[src/fmrb_pkg.sv]
// Shared types and constants for the framed message ring buffer.
package fmrb_pkg;

    localparam int unsigned IN_TDATA_W  = 16;
    localparam int unsigned IN_TUSER_W  = 3;
    localparam int unsigned OUT_TDATA_W = 16;

    localparam logic [2:0] FUNC_OPEN     = 3'd0;
    localparam logic [2:0] FUNC_APPEND   = 3'd1;
    localparam logic [2:0] FUNC_CLOSE    = 3'd2;
    localparam logic [2:0] FUNC_RD_START = 3'd3;
    localparam logic [2:0] FUNC_RD_BYTE  = 3'd4;
    localparam logic [2:0] FUNC_RD_COMMIT = 3'd5;

    localparam int unsigned OPEN_MIN_FREE = 34;
    localparam logic [5:0]  MAX_DATA      = 6'd31;
    localparam logic [5:0]  LEN_OVERHEAD  = 6'd2;

    typedef enum logic [2:0] {
        ST_IDLE,
        ST_EXEC,
        ST_CLOSE2,
        ST_RD_START,
        ST_RD_BYTE,
        ST_HOLD
    } t_state;

    typedef struct packed {
        logic capture;
        logic exec;
        logic close2;
        logic rd_start_done;
        logic rd_byte_done;
        logic finish;
        logic load_now;
        logic load_held;
    } t_cmd;

    typedef struct packed {
        logic [2:0] func;
        logic       msg_open;
        logic       rd_empty;
        logic       drain_zero;
        logic       out_free;
    } t_status;

endpackage

[src/fmrb_ctrl.sv]
// Controller state machine that sequences each word through the datapath.
module fmrb_ctrl
    import fmrb_pkg::*;
(
    input  logic    i_clk,
    input  logic    i_rst_n,
    input  logic    i_in_valid,
    output logic    o_in_ready,
    input  t_status i_status,
    output t_cmd    o_cmd
);

    t_state r_state;
    t_state n_state;

    always_ff @(posedge i_clk) begin
        if (!i_rst_n) begin
            r_state <= ST_IDLE;
        end else begin
            r_state <= n_state;
        end
    end

    always_comb begin
        logic done;
        done       = 1'b0;
        n_state    = r_state;
        o_cmd      = '0;
        o_in_ready = 1'b0;
        case (r_state)
            ST_IDLE: begin
                o_in_ready = i_rst_n;
                if (i_in_valid && i_rst_n) begin
                    o_cmd.capture = 1'b1;
                    n_state       = ST_EXEC;
                end
            end
            ST_EXEC: begin
                o_cmd.exec = 1'b1;
                if (i_status.func == FUNC_CLOSE && i_status.msg_open) begin
                    n_state = ST_CLOSE2;
                end else if (i_status.func == FUNC_RD_START && !i_status.rd_empty) begin
                    n_state = ST_RD_START;
                end else if (i_status.func == FUNC_RD_BYTE && !i_status.drain_zero) begin
                    n_state = ST_RD_BYTE;
                end else begin
                    done = 1'b1;
                end
            end
            ST_CLOSE2: begin
                o_cmd.close2 = 1'b1;
                done         = 1'b1;
            end
            ST_RD_START: begin
                o_cmd.rd_start_done = 1'b1;
                done                = 1'b1;
            end
            ST_RD_BYTE: begin
                o_cmd.rd_byte_done = 1'b1;
                done               = 1'b1;
            end
            ST_HOLD: begin
                if (i_status.out_free) begin
                    o_cmd.load_held = 1'b1;
                    n_state         = ST_IDLE;
                end
            end
            default: begin
                n_state = ST_IDLE;
            end
        endcase
        if (done) begin
            o_cmd.finish   = 1'b1;
            o_cmd.load_now = i_status.out_free;
            n_state        = i_status.out_free ? ST_IDLE : ST_HOLD;
        end
    end

endmodule

[config.mk]
export PLATFORM = sky130hd
export DESIGN_NAME = fmrb_ctrl
export DESIGN_NICKNAME = d
export VERILOG_FILES = /design/src/fmrb_pkg.sv /design/src/fmrb_ctrl.sv
export SDC_FILE = /design/constraint.sdc
export NUM_CORES = 1
export LEC_CHECK = 0
export ABC_AREA = 0
export BUFFER_PORTS_ARGS = -buffer_cell sky130_fd_sc_hd__buf_2
export CELL_PAD_IN_SITES_DETAIL_PLACEMENT = 0
export CELL_PAD_IN_SITES_GLOBAL_PLACEMENT = 1
export CORE_AREA = 2 2 39 41
export CTS_BUF_LIST = sky130_fd_sc_hd__clkbuf_2 sky130_fd_sc_hd__clkbuf_4 sky130_fd_sc_hd__clkbuf_8
export DETAILED_ROUTE_END_ITERATION = 12
export DIE_AREA = 0 0 41 43
export PLACE_DENSITY = 0.67
export SLEW_MARGIN = 10
export SYNTH_ARGS = -nofsm -noshare
export SYNTH_HDL_FRONTEND = slang
export SYNTH_SLANG_ARGS = --single-unit
[constraint.sdc]
create_clock -name i_clk -period 2.52 [get_ports i_clk]
set_clock_uncertainty 0.2 [all_clocks]
set_input_delay 0.378 -clock i_clk [delete_from_list [all_inputs] [get_ports i_clk]]
set_output_delay 0.378 -clock i_clk [all_outputs]
set_load 0.005 [all_outputs]
==> impl_metrics.yaml, run 1 <==
finish:
  antenna_cells: 0
  largest_reg_flops: 3
  areaGrowthSynthToFinish_pct: 44.9
  final_cell_area_um2: 412
  n_fill_cell: 173
  multi_input_area_um2: 196
  top_regs: "r_state x3"
  top_register: "r_state"
  final_nets: 73
  layout-drive-gt1-share_pct: 41.9
  regArea_um2: 60.1
synthesis:
  syn_avg_cell_area_um2: 6.76
  seq_area_frac_synth_pct: 21.1
  synthCells: 42
  ys_warn_count: 0
  yosysUniqueCellTypes: 23
  syn_nets: 52
  ys_ff_latch: 3
  synth_area_um2: 284
detailed_routing:
  ant_nets: 0
  wirelength_um: 763
  first_pass_iters: 4
  dr_wl_met2_um: 339
  highest_layer: "met3"
  routedWlPerCell_um: 9.78
  wl_met3_um: 68
  drt-met1-wl_um: 356
  via_per_inst: 4.45
  drt-initial-drc-count: 2
  drc: 0
  vias: 347
worst_setup_path:
  path_class: "flip-flop to output pin"
  r2r_cells: 4
  crit_required_ns: 1.94
  end_kind: "output pin"
  critPathLaunchType: "flip-flop"
  arrival_ns: 1.46
  cp_max_fo: 9
die:
  start_util_pct: 20.5
  core_um2: 1380
  dieArea_um2: 1760
  die_w_um: 41
  fp.dieH_um: 43
  rows: 14
  io_pins: 19
clock_network:
  clock_path_buffers: 2
  cts_tree: "yes"
  cts.clk_slew.worst_paths_ns: 0.04
  clk_latency_ns: 0.24
  cts_setup_buffers: 0
  clock-sinks: 3
  clockRootBuffer: "clkbuf_4"
  cts_resized: 0
  h-tree-depth: 1
  ctsHoldBuffers: 0
  numCtsBuffers: 3
timing:
  holdWs_ns: 0.191
  setup_slack_ns: 0.484
  hold_violations: 0
  slew_viol_final: 0
  fin_setup_tns_ns: 0
  max_slew_margin_pct: 78.6
  setup_viol: 0
  fin_crit_sh_pct: 80.8
  rsz0062_at_grt: "false"
  worstMarginPinSlew_ns: 0.318
  clock.fmax_ghz: 0.491
  fin_crit_ns: 2.04
placement:
  io_buffers: 18
  gp_congestion: 0.735
  place_ws_ns: 0.577
  hpwlAfterDp_um: 589
  placed_area_um2: 382
grt:
  grt_pass1_vias: 327
  antenna_found_initial: 0
  grt_pass1_wl_mm: 1.29
  track_usage_pct: 10.5
  grt_max_degree: 10
  overflow: 0
pwr:
  leakagePower_nw: 0.210
  p_per_area_nw_per_um2: 493
  ir_worst_vdd_v: 0.000200
min_path:
  min_path_type: "primary input to flip-flop"
  worstHoldPathCells: 3
run:
  cap_violations: 0
outcome:
  status: "finished clean"
-- cells in the final DEF (no fill, tap or decap) --
| cell type | Yosys | routed |
|---|---|---|
| o21ai_1 | 1 | 1 |
| nand2_1 | 3 | 3 |
| buf_2 | 1 | 18 |
| nand4_1 | 1 | 1 |
| nor2_1 | 5 | 5 |
| nor3_1 | 2 | 2 |
| and4_1 | 1 | 1 |
| and2_1 | 1 | 1 |
| or4b_4 | 1 | 1 |
| o21ai_0 | 1 | 1 |
| o22ai_2 | 1 | 1 |
| or3_1 | 1 | 1 |
| inv_1 | 4 | 4 |
| dfxtp_1 | 3 | 3 |
| nand2b_1 | 2 | 2 |
| a31o_2 | 1 | 1 |
| clkbuf_4 | 0 | 4 |
| a21oi_1 | 3 | 3 |
| nor2b_1 | 4 | 4 |
| nand3b_1 | 1 | 1 |
| nor2_2 | 1 | 1 |
| nand3_1 | 1 | 1 |
| a31oi_1 | 2 | 2 |
-- worst paths after layout --
| check | startpoint | endpoint | slack (ns) |
|---|---|---|---|
| setup / recovery | r_state[0] | o_cmd[1] | 0.48 |
| hold / removal | i_rst_n | r_state[0] | 0.19 |
| setup reg to reg | r_state[0] | r_state[0] | 1.18 |
| hold reg to reg | r_state[2] | r_state[0] | 0.38 |
-- power breakdown --
group          internal (mW)  leakage, nW  switching, mW
registers             0.0508       0.0245        0.00656
clock network         0.0702       0.0184         0.0273
logic                 0.0252        0.167         0.0229
-- critical path, stage by stage (launching register included) --
cell	delay, ns
dfxtp_1	0.48
nand2b_1	0.20
nand3b_1	0.22
a31oi_1	0.18
buf_2	0.14
-- stage by stage --
stage               instances  power, mW  utilization (%)
floorplan                  42     0.0867                -
global placement           74      0.107             27.6
detailed placement         74      0.107             27.6
CTS                        78      0.207             29.7
global route               78      0.221             29.7
finish                     78      0.203             29.7
-- synth_stat cells --
cell type | n | area, µm²
a21oi_1 | 3 | 15.0
a31o_2 | 1 | 8.76
a31oi_1 | 2 | 12.5
and2_1 | 1 | 6.26
and4_1 | 1 | 8.76
buf_2 | 1 | 5.00
buf_4 | 1 | 7.51
dfxtp_1 | 3 | 60.1
inv_1 | 4 | 15.0
nand2_1 | 3 | 11.3
nand2b_1 | 2 | 12.5
nand3_1 | 1 | 5.00
nand3b_1 | 1 | 7.51
nand4_1 | 1 | 6.26
nor2_1 | 5 | 18.8
nor2_2 | 1 | 6.26
nor2b_1 | 4 | 25.0
nor3_1 | 2 | 10.0
o21ai_0 | 1 | 5.00
o21ai_1 | 1 | 5.00
o22ai_2 | 1 | 12.5
or3_1 | 1 | 6.26
or4b_4 | 1 | 13.8
-- area by class of cell --
type                       count  area share, %
timing repair buffer          18           21.9
inverter                       4           3.65
tap                           16           4.86
sequential                     3           14.6
multi-input combinational     33           47.7
clock buffer                   4           7.29
-- logic make-up (layout without fill, tap and decap cells) --
group	count (synthesis)	after routing	share of synthesized area, %
AO/OA/AOI/OAI	9	9	20.7
buffers and inverters	6	26	9.69
flip-flops	3	3	21.1
AND/OR/NAND/NOR	24	24	48.5
-- layer usage --
layer / vias up / GRT usage [%]
met3: 0 / 6.28
met5: - / 0
li1: 185 / -
met2: 12 / 13.8
met4: 0 / 2.00
met1: 150 / 14.6
Power figures use the tool's default switching activity.
==> inputs of run 2 (changes only) <==
==> constraint.sdc (replaced) <==
create_clock -name i_clk -period 2.1 [get_ports i_clk]
set_clock_uncertainty 0.2 [all_clocks]
set_input_delay 0.315 -clock i_clk [delete_from_list [all_inputs] [get_ports i_clk]]
set_output_delay 0.315 -clock i_clk [all_outputs]
set_load 0.005 [all_outputs]
==> impl_metrics.yaml, run 2 (same netlist as run 1, synthesis figures left out) <==
outcome:
  status: "finished clean"
worst_setup_path:
  path_class: "flip-flop to output pin"
  crit_required_ns: 1.58
  critPathLaunchType: "flip-flop"
  end_kind: "output pin"
  cp_max_fo: 9
  arrival_ns: 1.32
timing:
  clock.fmax_ghz: 0.545
  fin_crit_ns: 1.83
  setup_viol: 0
  fin_crit_sh_pct: 87.3
  hold_violations: 0
  max_slew_margin_pct: 78.0
  fin_setup_tns_ns: 0
  slew_viol_final: 0
  worstMarginPinSlew_ns: 0.327
  setup_slack_ns: 0.266
  rsz0062_at_grt: "false"
finish:
  top_regs: "r_state x3"
  antenna_cells: 0
  final_cell_area_um2: 419
  final_nets: 74
  top_register: "r_state"
  largest_reg_flops: 3
  post-route-util_pct: 30.3
  layout_common_cells: "18 x buf_2, 5 x nor2_1, 4 x nor2b_1, 4 x inv_1, 4 x clkbuf_4"
  areaGrowthSynthToFinish_pct: 47.6
  layout-drive-gt1-share_pct: 42.9
  mostFrequentLayoutCell: "buf_2"
detailed_routing:
  first_pass_iters: 4
  via_per_inst: 4.52
  ant_nets: 0
  routedWlPerCell_um: 9.82
  drc: 0
  vias: 357
  drt-initial-drc-count: 16
  wirelength_um: 776
pwr:
  ir_worst_vdd_v: 0.000133
  finalPower_mw: 0.247
  p_per_area_nw_per_um2: 589
  leakagePower_nw: 0.214
clock_network:
  cts_tree: "yes"
  cts_resized: 0
  clock_path_buffers: 2
  h-tree-depth: 1
  cts_setup_buffers: 0
  cts.clk_slew.worst_paths_ns: 0.04
  ctsHoldBuffers: 0
  clk_latency_ns: 0.23
  clockRootBuffer: "clkbuf_4"
  numCtsBuffers: 3
  clock-sinks: 3
die:
  start_util_pct: 20.5
  die_w_um: 41
  rows: 14
  fp.dieH_um: 43
  core_um2: 1380
  dieArea_um2: 1760
  io_pins: 19
placement:
  gp_congestion: 0.709
  io_buffers: 18
  placed_area_um2: 389
  place_ws_ns: 0.271
  hpwlAfterDp_um: 583
grt:
  grt_pass1_wl_mm: 1.23
  track_usage_pct: 10.1
  grt_pass1_vias: 295
  antenna_found_initial: 0
  grt_max_degree: 10
  overflow: 0
run:
  cap_violations: 0
min_path:
  min_path_type: "primary input to flip-flop"
[run 2: critical path, cell delays in order, from the launching register on]
cell      delay [ns]
dfxtp_1         0.48
nand2b_1        0.11
nand3b_1        0.19
a31oi_1         0.17
buf_2           0.13
[run 2: path summary, 6_finish.rpt]
check	endpoint	startpoint	cells past startpoint	slack [ns]
min reg2reg	r_state[0]	r_state[2]	2	0.39
max	o_cmd[1]	r_state[0]	4	0.27
max reg2reg	r_state[2]	r_state[2]	5	0.73
min	r_state[0]	i_rst_n	3	0.14
[run 2: cell type report]
class | count | area [µm²]
Clock buffer | 4 | 30.0
Fill cell | 158 | 965
Inverter | 4 | 15.0
Multi-Input combinational cell | 33 | 196
Sequential cell | 3 | 60.1
Tap cell | 16 | 20.0
Timing Repair Buffer | 19 | 97.6
[run 2: through the flow]
step	hold WS [ns]	std cells
3_3_place_gp	0.380	75
6_report	0.141	79
3_5_place_dp	0.372	75
5_1_grt	0.148	79
2_1_floorplan	0.238	42
4_1_cts	0.126	79
[run 2: power by group]
| group | internal [mW] | total, mW | switching (mW) |
|---|---|---|---|
| clock network | 0.0842 | 0.117 | 0.0324 |
| registers | 0.0609 | 0.0690 | 0.00811 |
| logic | 0.0328 | 0.0610 | 0.0282 |
| total | 0.178 | 0.247 | 0.0688 |
[run 2: per-layer routing]
layer / global-route usage [%] / vias up / part of all wire [%]
met5: 0 / - / 0
met4: 8.00 / 0 / 1.5
met3: 1.57 / 2 / 5.4
met2: 12.5 / 10 / 43
met1: 14.6 / 159 / 50
li1: - / 186 / -
